<file path="src/ardb_pkg.sv">
// ----------------------------------------------------------------------------
// ardb_pkg - shared types and constants for the RMS dBFS level meter
// Field widths, fixed-point constants and the sequencer state encoding.
// ----------------------------------------------------------------------------
package ardb_pkg;

  localparam int SAMPLE_BITS = 16;
  localparam int MAX_BLOCK   = 4096;
  localparam int SUM_W       = 43;   // sum of squares of a full block
  localparam int CNT_W       = 13;   // holds MAX_BLOCK itself
  localparam int LVL_W       = 16;   // Q1.15 level
  localparam int FRAC_W      = 16;   // log2 fraction bits
  localparam int EXP_W       = 6;    // log2 integer part, 0..42
  localparam int LOG_W       = EXP_W + FRAC_W;
  localparam int L_W         = LOG_W + 2;  // signed log difference
  localparam int MANT_W      = 32;
  localparam int MUL_W       = 32;
  localparam int PROD_W      = 2 * MUL_W;
  localparam int N_W         = FRAC_W + 1; // n in Q.16, up to 1.0

  // full-scale reference for squares: 2^FSX
  localparam int FSX = 2 * (SAMPLE_BITS - 1);

  // round(log10(2)/6 * 2^32)
  localparam logic [27:0] DB_SLOPE = 28'd215485664;

  localparam logic [LVL_W-1:0] THR_RESET = 16'd164;

  localparam logic [0:0] OP_SAMPLE = 1'b0;
  localparam logic [0:0] OP_STOP   = 1'b1;

  typedef enum logic [10:0] {
    ST_IDLE   = 11'b000_0000_0001,
    ST_SQR    = 11'b000_0000_0010,
    ST_ACC    = 11'b000_0000_0100,
    ST_NORM   = 11'b000_0000_1000,
    ST_LOGMUL = 11'b000_0001_0000,
    ST_LOGUPD = 11'b000_0010_0000,
    ST_DIFF   = 11'b000_0100_0000,
    ST_MULK   = 11'b000_1000_0000,
    ST_DROP   = 11'b001_0000_0000,
    ST_SQN    = 11'b010_0000_0000,
    ST_UPD    = 11'b100_0000_0000
  } state_t;

endpackage

</file>
<file path="src/audio_rms_db_level_meter.sv">
// ----------------------------------------------------------------------------
// audio_rms_db_level_meter - block RMS meter with a perceptual dBFS curve
// Accumulates squares of signed samples per block, then maps 10*log10 of the
// mean square, clamped to -60..0 dB, onto a squared 0..1 level in Q1.15.
// ----------------------------------------------------------------------------
// Usage: send samples (op = 0) with last set on the final sample of a block;
// a block also closes by itself at MAX_BLOCK samples. Each block end yields
// one result transaction (level, changed); a stop (op = 1) clears the
// accumulators and the level and yields one result as well. Other samples
// yield nothing. The input is stalled while an item is worked on and while a
// finished result still waits for the output register. A sample inside a
// block passes through accept, squaring on the shared multiplier and
// accumulation. A block end adds two log2 evaluations, each a normalizing
// shift of one bit a cycle and 16 squaring steps on the shared 32x32
// multiplier, then dB mapping, the update and a hand-over of the result to
// the output register. A block of all-zero samples skips the log2 work. A
// stalled result in the output register keeps the next finished result
// waiting and so stalls the input. A result waits in the output register
// while the next item is taken. The change threshold is written over the
// cfg channel, which is always ready; write it only while the block is
// idle.
module audio_rms_db_level_meter (
  input  logic                         clk,
  input  logic                         rst,
  // configuration write channel
  input  logic                         cfg_valid,
  output logic                         cfg_ready,
  input  logic [ardb_pkg::LVL_W-1:0]   cfg_data,
  // input item channel
  input  logic                         in_valid,
  output logic                         in_stall,
  input  logic [0:0]                   op,
  input  logic signed [ardb_pkg::SAMPLE_BITS-1:0] sample,
  input  logic                         last,
  // result channel
  output logic                         out_valid,
  input  logic                         out_stall,
  output logic [ardb_pkg::LVL_W-1:0]   level,
  output logic                         changed
);
  import ardb_pkg::*;

  state_t state;

  // configuration
  logic [LVL_W-1:0] change_threshold;

  // block accumulators
  logic [SUM_W-1:0] square_sum;
  logic [CNT_W-1:0] sample_count;
  logic [LVL_W-1:0] current_level;

  // captured sample
  logic [SAMPLE_BITS-1:0] smag;
  logic                   last_r;

  // log2 unit
  logic [SUM_W-1:0]  norm;
  logic [EXP_W-1:0]  expo;
  logic [MANT_W-1:0] mant;
  logic [FRAC_W-1:0] frac;
  logic [3:0]        bitcnt;
  logic              which;     // 0: square sum, 1: sample count
  logic [LOG_W-1:0]  log_sum;
  logic [LOG_W-1:0]  log_cnt;

  // dB mapping
  logic [L_W-2:0]    mag;
  logic [N_W-1:0]    nval;
  logic [LVL_W-1:0]  new_level;

  // result waiting for the output register
  logic [LVL_W-1:0]  res_level;
  logic              res_changed;
  logic              res_pending;

  // shared multiplier, product registered every cycle
  logic [MUL_W-1:0]  mul_a;
  logic [MUL_W-1:0]  mul_b;
  logic [PROD_W-1:0] prod;

  always_comb begin
    mul_a = '0;
    mul_b = '0;
    case (state)
      ST_SQR: begin
        mul_a = MUL_W'(smag);
        mul_b = MUL_W'(smag);
      end
      ST_LOGMUL: begin
        mul_a = mant;
        mul_b = mant;
      end
      ST_MULK: begin
        mul_a = MUL_W'(mag);
        mul_b = MUL_W'(DB_SLOPE);
      end
      ST_SQN: begin
        mul_a = MUL_W'(nval);
        mul_b = MUL_W'(nval);
      end
      default: begin
        mul_a = '0;
        mul_b = '0;
      end
    endcase
  end

  always_ff @(posedge clk) begin
    prod <= mul_a * mul_b;
  end

  // combinational helpers for the sequencer
  logic [SUM_W-1:0]     sum_next;
  logic [CNT_W-1:0]     cnt_next;
  logic                 block_end;
  logic [MANT_W-1:0]    mq;
  logic [FRAC_W-1:0]    frac_next;
  logic signed [L_W-1:0] ldiff;
  logic [PROD_W-1:0]    drop_rnd;
  logic [31:0]          drop;
  logic [33:0]          lvl_rnd;
  logic                 out_free;

  // final update rule, fed by the rounded n*n the cycle after ST_SQN
  logic                 from_sqn;
  logic [LVL_W-1:0]     upd_level;
  logic [LVL_W-1:0]     upd_diff;

  assign sum_next  = square_sum + SUM_W'(prod[2*SAMPLE_BITS-1:0]);
  assign cnt_next  = sample_count + CNT_W'(1);
  assign block_end = last_r || (cnt_next == CNT_W'(MAX_BLOCK));
  assign mq        = prod[2*MANT_W-3:MANT_W-2];   // (m*m) >> 30
  assign frac_next = {frac[FRAC_W-2:0], mq[MANT_W-1]};
  assign ldiff     = $signed({2'b00, log_sum}) - $signed({2'b00, log_cnt})
                     - $signed(L_W'(FSX << FRAC_W));
  assign drop_rnd  = prod + (PROD_W'(1) << 31);
  assign drop      = drop_rnd[63:32];
  assign lvl_rnd   = prod[33:0] + (34'd1 << FRAC_W);
  assign out_free  = !out_valid || !out_stall;

  assign upd_level = from_sqn ? lvl_rnd[FRAC_W+LVL_W:FRAC_W+1] : new_level;
  assign upd_diff  = (upd_level > current_level) ? (upd_level - current_level)
                                                 : (current_level - upd_level);

  // no new transaction while busy or while a result still waits
  assign in_stall  = (state != ST_IDLE) || res_pending;
  assign cfg_ready = 1'b1;

  // configuration register
  always_ff @(posedge clk) begin
    if (rst) begin
      change_threshold <= THR_RESET;
    end else if (cfg_valid && cfg_ready) begin
      change_threshold <= cfg_data;
    end
  end

  always_ff @(posedge clk) begin
    if (rst) begin
      from_sqn <= 1'b0;
    end else begin
      from_sqn <= (state == ST_SQN);
    end
  end

  // sequencer
  always_ff @(posedge clk) begin
    if (rst) begin
      state         <= ST_IDLE;
      square_sum    <= '0;
      sample_count  <= '0;
      current_level <= '0;
      res_pending   <= 1'b0;
    end else begin
      // a finished result moves to the output register once it is free
      if (res_pending && out_free) begin
        res_pending <= 1'b0;
      end
      case (state)
        ST_IDLE: begin
          // a new item is only taken once the previous result has left
          if (in_valid && !res_pending) begin
            if (op == OP_STOP) begin
              square_sum    <= '0;
              sample_count  <= '0;
              current_level <= '0;
              res_level     <= '0;
              res_changed   <= (current_level != '0);
              res_pending   <= 1'b1;
            end else begin
              smag   <= sample[SAMPLE_BITS-1] ? SAMPLE_BITS'(-sample)
                                              : SAMPLE_BITS'(sample);
              last_r <= last;
              state  <= ST_SQR;
            end
          end
        end
        ST_SQR: begin
          state <= ST_ACC;
        end
        ST_ACC: begin
          square_sum   <= sum_next;
          sample_count <= cnt_next;
          if (!block_end) begin
            state <= ST_IDLE;
          end else if (sum_next == '0) begin
            new_level <= '0;
            state     <= ST_UPD;
          end else begin
            norm  <= sum_next;
            expo  <= EXP_W'(SUM_W - 1);
            which <= 1'b0;
            state <= ST_NORM;
          end
        end
        ST_NORM: begin
          if (norm[SUM_W-1]) begin
            mant   <= {1'b0, norm[SUM_W-1:SUM_W-MANT_W+1]};
            frac   <= '0;
            bitcnt <= '0;
            state  <= ST_LOGMUL;
          end else begin
            norm <= {norm[SUM_W-2:0], 1'b0};
            expo <= expo - EXP_W'(1);
          end
        end
        ST_LOGMUL: begin
          state <= ST_LOGUPD;
        end
        ST_LOGUPD: begin
          mant   <= mq[MANT_W-1] ? {1'b0, mq[MANT_W-1:1]} : mq;
          frac   <= frac_next;
          bitcnt <= bitcnt + 4'd1;
          if (bitcnt != 4'd15) begin
            state <= ST_LOGMUL;
          end else if (!which) begin
            log_sum <= {expo, frac_next};
            norm    <= SUM_W'(sample_count);
            expo    <= EXP_W'(SUM_W - 1);
            which   <= 1'b1;
            state   <= ST_NORM;
          end else begin
            log_cnt <= {expo, frac_next};
            state   <= ST_DIFF;
          end
        end
        ST_DIFF: begin
          if (!ldiff[L_W-1]) begin
            nval  <= N_W'(1) << FRAC_W;     // at or above full scale
            state <= ST_SQN;
          end else begin
            mag   <= (L_W-1)'(-ldiff);
            state <= ST_MULK;
          end
        end
        ST_MULK: begin
          state <= ST_DROP;
        end
        ST_DROP: begin
          if (drop[31:FRAC_W] != '0) begin
            new_level <= '0;                // below -60 dB
            state     <= ST_UPD;
          end else begin
            nval  <= (N_W'(1) << FRAC_W) - N_W'(drop[FRAC_W-1:0]);
            state <= ST_SQN;
          end
        end
        ST_SQN: begin
          // product of n*n appears in the next cycle; pass through ST_UPD
          // via the rounding below
          state <= ST_UPD;
          new_level <= '0;
        end
        ST_UPD: begin
          state <= ST_IDLE;
        end
        default: begin
          state <= ST_IDLE;
        end
      endcase

      // level of a squared n is ready the cycle after ST_SQN
      if (state == ST_UPD) begin
        square_sum   <= '0;
        sample_count <= '0;
        res_pending  <= 1'b1;
        if (upd_diff > change_threshold) begin
          current_level <= upd_level;
          res_level     <= upd_level;
          res_changed   <= 1'b1;
        end else begin
          res_level   <= current_level;
          res_changed <= 1'b0;
        end
      end
    end
  end

  // output register
  always_ff @(posedge clk) begin
    if (rst) begin
      out_valid <= 1'b0;
    end else if (res_pending && out_free) begin
      out_valid <= 1'b1;
      level     <= res_level;
      changed   <= res_changed;
    end else if (out_valid && !out_stall) begin
      out_valid <= 1'b0;
    end
  end

endmodule

</file>
<file path="config.mk">
export PLATFORM = sky130hd
export DESIGN_NAME = audio_rms_db_level_meter
export DESIGN_NICKNAME = d
export VERILOG_FILES = /design/src/ardb_pkg.sv /design/src/audio_rms_db_level_meter.sv
export SDC_FILE = /design/constraint.sdc
export NUM_CORES = 2
export LEC_CHECK = 0
export ABC_AREA = 1
export BUFFER_PORTS_ARGS = -buffer_cell sky130_fd_sc_hd__buf_4
export CORE_MARGIN = 4
export CORE_UTILIZATION = 30
export DETAILED_ROUTE_END_ITERATION = 10
export GPL_TIMING_DRIVEN = 0
export PLACE_DENSITY = 0.52
export REMOVE_ABC_BUFFERS = 1
export SLEW_MARGIN = 20
export SYNTH_ARGS = -nofsm -noshare
export SYNTH_HDL_FRONTEND = slang
export SYNTH_SLANG_ARGS = --single-unit
</file>
<file path="constraint.sdc">
create_clock -name clk -period 7.2 [get_ports clk]
set_input_delay 0.36 -clock clk [delete_from_list [all_inputs] [get_ports clk]]
set_output_delay 0.36 -clock clk [all_outputs]
set_load 0.05 [all_outputs]
</file>
* After elaboration in Yosys (flattened, before gate mapping)
Cells that the tools add are included.
Word-level totals: bits in registers 418, input bits 39, output and inout port bits 20, logic and storage cells 185
Cells by class: $add $sub $neg 13, multiply operators 1, order comparisons 2, equality and inequality tests 27, multiplexer cells 73, bitwise operators 4, reduce and logical (&&, ||, !) cells 37
Operators with widths (number):
- $mux 43 | 7
- $pmux 32 s4 | 2
- $mux 16 | 15
- $pmux 43 s3 | 1
- $pmux 11 s10 | 1
- $pmux 43 s2 | 1
- $mux 11 | 6
- $add 64x32->64 const B | 1
- $mul 32x32->64 | 1
- $pmux 32 s2 | 1
- $pmux 16 s3 | 1
- $add 43x32->43 | 1
- $logic_not 43->1 | 1
- $mux 17 | 2
- $pmux 17 s2 | 1
- $add 33x17->33 const B | 1
- $gt 16x16->1 | 2
- $mux 32 | 1
- $reduce_bool 16->1 | 2
- $sub 16x16->16 | 2
- $mux 31 | 1
- $mux 15 | 2
- $mux 6 | 5
- $pmux 15 s2 | 1
- other kinds (45) | 98

* Longest topological paths before layout
depth after elaboration 8, depth in mapped cells 44, mapped depth without buffers 42

* Worst setup path after synthesis
Ideal clock, no wire load.
path kind reg2reg, from register state[6], to register prod[51], setup time 58 ps, arrival 7812 ps, required time 7142 ps, path slack -670 ps, stages on the path, launching flop included 42, path buffers 2, clock period less this slack 7870 ps, path through dfxtp_1 nor2_1 inv_2 nor2_2 inv_1 nor2_1 nand2_1 nor3_4 buf_4 nand2_1 nand3_1 nor2_1 inv_2 buf_2 nand2_1 inv_1 fa_1 fa_1 [6 not listed] fa_1 inv_1 fa_1 fa_1 ha_1 nand2_1 nor2_1 nand2_1 inv_1 nand4_1 o211ai_1 nand2_1 nand2_1 a21boi_0 o21ai_0 nand2_1 a21o_1 nand2_1
On the way: longest elaborated chain between the ends 3, elaborated cells between the ends (all ways) 7, those cells by class 1 x mul; 4 x eq/ne; 2 x mux
RTL lines:
- start, declared | RTL line audio_rms_db_level_meter.sv:43 | state_t state;
- start signal, assigned | RTL line audio_rms_db_level_meter.sv:170 | state <= ST_IDLE;
- start signal, assigned | RTL line audio_rms_db_level_meter.sv:195 | state <= ST_SQR;
- start signal, assigned | RTL line audio_rms_db_level_meter.sv:200 | state <= ST_ACC;
- $eq 11x10->1, or another cell as far along | RTL line audio_rms_db_level_meter.sv:85 | case (state)
- $pmux 32 s4 | RTL line audio_rms_db_level_meter.sv:85
- $mul 32x32->64 * | RTL line audio_rms_db_level_meter.sv:110 | prod <= mul_a * mul_b;
- end signal, assigned | RTL line audio_rms_db_level_meter.sv:110
- end, declared | RTL line audio_rms_db_level_meter.sv:80 | logic [PROD_W-1:0] prod;
Mark *: on every way between the ends. The rest lies on a longest branch, timed or not. A chain may end at the register's enable or synchronous reset.

* Worst setup path in the final report
from register state[7], to register prod[51]
The elaborated chain is that of the path after synthesis.

==> results list <==
- The number of global-route vias before repair came to 47,920.
- Leakage power summed over all cells: 34.35 nW
* Maximum fanout encountered on the critical timing path: 6
* Failing checks: setup timing
- Maximum vdd ir drop: 0.0001614 V
- The floorplan step defined a core boundary enclosing 181,300 um2.
- Maximum root-to-sink buffer count: 3
- STA classifies the critical path startpoint as a flop.
- The area growth from synthesis to layout is 23.11%.
- Die height: 435.5 um
* Endpoints failing setup: 51
* Proportion of synthesized chip area in sequential cells: 0.1893
* Time the worst path needs with I/O delays and setup: 8.495 ns
- In the final design database the tool counted 8,510 nets.
* Worst slack on hold paths: 0.05937 ns
- For this block, the via count after detailed routing is 47,160.
- In the final layout, the share of cells above drive strength 1 is 0.1670.
- Data on the critical path is required at its endpoint by 7.73 ns.
- Wire per inst: 21.52 um
- The final count of pins violating max slew is 0.
- Number of synthesized flops with an enable pin: 235
* Final core utilization: 0.3722
- In this run, the number of DRC markers left after iteration 0 of detailed routing was 3,719.
- Pin count of the biggest net entering global routing: 56
- Net switching power figure: 1.220 mW
* Total routed wirelength: 207,600 um
- Power share of the combinational group: 0.062
- The count of final hold-check violations is 0.
- Area after DPL: 58,530 um2
- The die covers 189,600 um2.
* Cell accounting for the most synthesized area: sky130_fd_sc_hd__fa_1
- In the synthesized netlist, the number of instances is 6,898.
- The count of buffers added on input and output ports is 57.
- Pin placement for this block handled 59 I/O pins.
* Worst-skew pair later-pin latency: 0.60 ns
* Die W: 435.5 um
* Ranking of synthesized cells by area: sky130_fd_sc_hd__fa_1 31%, sky130_fd_sc_hd__edfxtp_1 13%, sky130_fd_sc_hd__inv_1 12%
- The number of clock buffers added by TritonCTS is 44.
* Wire length of the first global-routing pass: 304,900 um
- During synthesis, Yosys emitted a total of 0 warnings.
- Slew HR: 0.2902
* Yosys reg bits: 401
- For this run, the leading register cell type out of synthesis is sky130_fd_sc_hd__edfxtp_1.
- TritonCTS clock tree: done
- Vias per cell: 4.889
- Total of max-cap violations: 0
- The internal power of the cells totals 3.899 mW.
* Type of the most critical hold path: in -> reg
* Master of the slowest instance on the critical path: sky130_fd_sc_hd__fa_2
- Async S/R FF share, synth: 0
- DRC errors left: 0
- Detailed placement finished with a half-perimeter wire length of 148,600 um.
* Longest individual stage delay on the worst path: 0.54 ns
- Area share of the largest cell type after synthesis: 0.3064
- Initial core utilization: 0.3023
- GRT Residual Overflow: 0
* Detailed Routing Iterations Pass 1: 6
- Switching power share of the total: 0.2383
* Cell area after synthesis: 54,820 um2
- Overall routing resource usage: 0.2114
* Post-CTS clock slew at the launch and capture registers of the worst setup and hold paths: 0.06 ns
- For this run, the top clock speed supported by timing is 117.7 MHz.
- Critical Path Sink Type: flop
- The finished cells cover 67,490 um2.
- Once detail routing completed, the nets flagged for antenna violations numbered 0.
* Share of the cycle needed by the critical path after routing: 1.180
- Htree depth: 2
- Across all setup checks in the final design, the least slack found is -1.295 ns.
* Setup CP Type: reg -> reg
- Master cell of the clock root buffer: sky130_fd_sc_hd__clkbuf_16
- The share of total power dissipated in sequential elements is 0.476.
- Number of core rows: 156
* RePlAce Congestion: 0.9269
- Power density over cell area: 75.85 nW/um2
- For the final database, setup skew stands at 0.02667 ns.
- Unrepaired setup endpoints after global routing: yes
* Total number of clock tree sinks: 401
- Antenna violations before repair: 6
* Number of library cell types mapped by synthesis: 61
- At the pin with the least slew margin, the transition time is 1.057 ns.
- A synthesized cell averages 7.948 um2.
- Critical path arrival: 9.03 ns
- The run finished, with violations left.
- Power share of the clock group: 0.462
[logic make-up (layout without fill, tap and decap cells)]
kind of cell               after synthesis  count (layout)  synth area share
other                                    1               2        0.00006840
adders and majority gates             1233            1233            0.3963
AOI/OAI and AO/OA                      627             627           0.06635
muxes                                    2               2         0.0003652
buffers and inverters                 1986            2358            0.1377
xor gates and xnor gates               163             163           0.02604
DFF                                    401             401            0.1893
and+or+nand+nor                       2485            2489            0.1839
[path summary, 6_finish.rpt]
check	start	to	slack (ns)	cells past startpoint
hold reg to reg	res_level[11]$_SDFFCE_PN0P_	level[11]$_DFFE_PP_	0.42	0
hold / removal	out_stall	out_valid$_SDFFE_PP0P_	0.06	3
setup reg to reg	state[7]$_SDFFE_PP0P_	prod[51]$_DFF_P_	-1.29	44
setup / recovery	state[7]$_SDFFE_PP0P_	prod[51]$_DFF_P_	-1.29	44
[state kept, by name, indices dropped and copies added (netlist names), 4 cells and up]
signal,cells
bitcnt,4
log_cnt,22
log_sum,22
smag,16
sample_count,13
change_threshold,16
square_sum,43
norm,43
current_level,16
mag,23
state,11
level,16
res_level,16
nval,17
expo,6
mant,31
prod,64
frac,15
[routing by layer]
metal | routed length (um) | track usage
met1 | 84830 | 0.2813
met2 | 94620 | 0.3431
met3 | 15850 | 0.02964
met4 | 12220 | 0.09235
met5 | 44 | 0
[cells in the final DEF (no fill, tap or decap), types with 17 or more instances in the layout]
master and n:
sky130_fd_sc_hd__nand3_1 153, sky130_fd_sc_hd__nor2_2 32, sky130_fd_sc_hd__o21ai_0 142, sky130_fd_sc_hd__ha_4 33, sky130_fd_sc_hd__or2_2 20, sky130_fd_sc_hd__nor2_1 508
sky130_fd_sc_hd__edfxtp_1 235, sky130_fd_sc_hd__a21oi_4 52, sky130_fd_sc_hd__o221ai_1 40, sky130_fd_sc_hd__clkinvlp_4 20, sky130_fd_sc_hd__xnor2_1 35, sky130_fd_sc_hd__nor3_1 69
sky130_fd_sc_hd__nand4_1 47, sky130_fd_sc_hd__nand2_2 55, sky130_fd_sc_hd__ha_1 353, sky130_fd_sc_hd__buf_6 70, sky130_fd_sc_hd__a21oi_1 222, sky130_fd_sc_hd__nand2_4 39
sky130_fd_sc_hd__o21a_1 17, sky130_fd_sc_hd__clkbuf_16 47, sky130_fd_sc_hd__inv_2 101, sky130_fd_sc_hd__nor4_1 22, sky130_fd_sc_hd__dfxtp_1 153, sky130_fd_sc_hd__fa_1 779
sky130_fd_sc_hd__inv_1 1647, sky130_fd_sc_hd__a21oi_2 28, sky130_fd_sc_hd__nor2_4 51, sky130_fd_sc_hd__xor2_1 91, sky130_fd_sc_hd__nand2_1 1419, sky130_fd_sc_hd__buf_4 275
sky130_fd_sc_hd__fa_2 60, sky130_fd_sc_hd__buf_12 64
[stage by stage]
| step | instances | setup slack, ns | power [mW] | TNS [ns] |
|---|---|---|---|---|
| after floorplan | 6715 | -1.626 | 2.596 | -60.33 |
| after global routing | 9644 | -1.474 | 5.286 | -56.01 |
| after detailed placement | 9182 | -3.917 | 2.721 | -183.78 |
| after global placement | 9142 | -6.623 | 2.710 | -564.77 |
| after CTS | 9545 | -1.089 | 5.158 | -40.43 |
| final | 9645 | -1.295 | 5.119 | -48.20 |
[synthesized netlist by cell type, types with 12 or more instances]
library cell	number
sky130_fd_sc_hd__a22o_1	16
sky130_fd_sc_hd__o221ai_1	41
sky130_fd_sc_hd__xor2_1	111
sky130_fd_sc_hd__buf_2	47
sky130_fd_sc_hd__nand4_1	47
sky130_fd_sc_hd__nor4_1	29
sky130_fd_sc_hd__o21a_1	18
sky130_fd_sc_hd__a21o_1	12
sky130_fd_sc_hd__ha_1	394
sky130_fd_sc_hd__o21ai_0	166
sky130_fd_sc_hd__nand3b_1	16
sky130_fd_sc_hd__clkbuf_1	117
sky130_fd_sc_hd__dfxtp_1	166
sky130_fd_sc_hd__nor2_1	585
sky130_fd_sc_hd__a21oi_1	296
sky130_fd_sc_hd__inv_2	30
sky130_fd_sc_hd__xnor2_1	52
sky130_fd_sc_hd__edfxtp_1	235
sky130_fd_sc_hd__or2_2	20
sky130_fd_sc_hd__nand3_1	163
sky130_fd_sc_hd__fa_1	839
sky130_fd_sc_hd__inv_1	1763
sky130_fd_sc_hd__nor3_1	75
sky130_fd_sc_hd__nand2_1	1518
sky130_fd_sc_hd__a31oi_1	14
[repair_timing]
item,CTS,global route
hold buffers,9,0
gates cloned,20,5
setup buffers,254,100
pin swaps,141,204
gates resized for setup,657,357
endpoints found under the setup margin,90,85
endpoints found under the hold margin,6,0
[power groups by stage]
stage | Clock (mW) | Combinational [mW] | Sequential, mW
floorplan | 0 | 0.109 | 2.49
global placement | 0 | 0.222 | 2.49
detailed placement | 0 | 0.234 | 2.49
CTS | 2.43 | 0.292 | 2.44
global route | 2.51 | 0.335 | 2.44
finish | 2.36 | 0.317 | 2.44
[final cells by class]
cell class	count	area [um2]
diodes	1	2.502
clock buffers	57	1235
clock inverters	25	262.8
fillers	18290	113800
inverters	1803	7194
multi-input cells	4515	40290
flip-flops and latches	401	10410
well taps	2370	2965
repair buffers	455	4960
repair inverters	18	168.9
[critical path: cells and delay by family (launching register included)]
kind	cells	cell delay, ns
DFF	1	0.36
AOI/OAI and AO/OA	7	1.20
buffers and inverters	15	1.45
adders and majority gates	9	4.28
and+or+nand+nor	13	1.08
No activity file was read; power rests on OpenSTA's default activity.
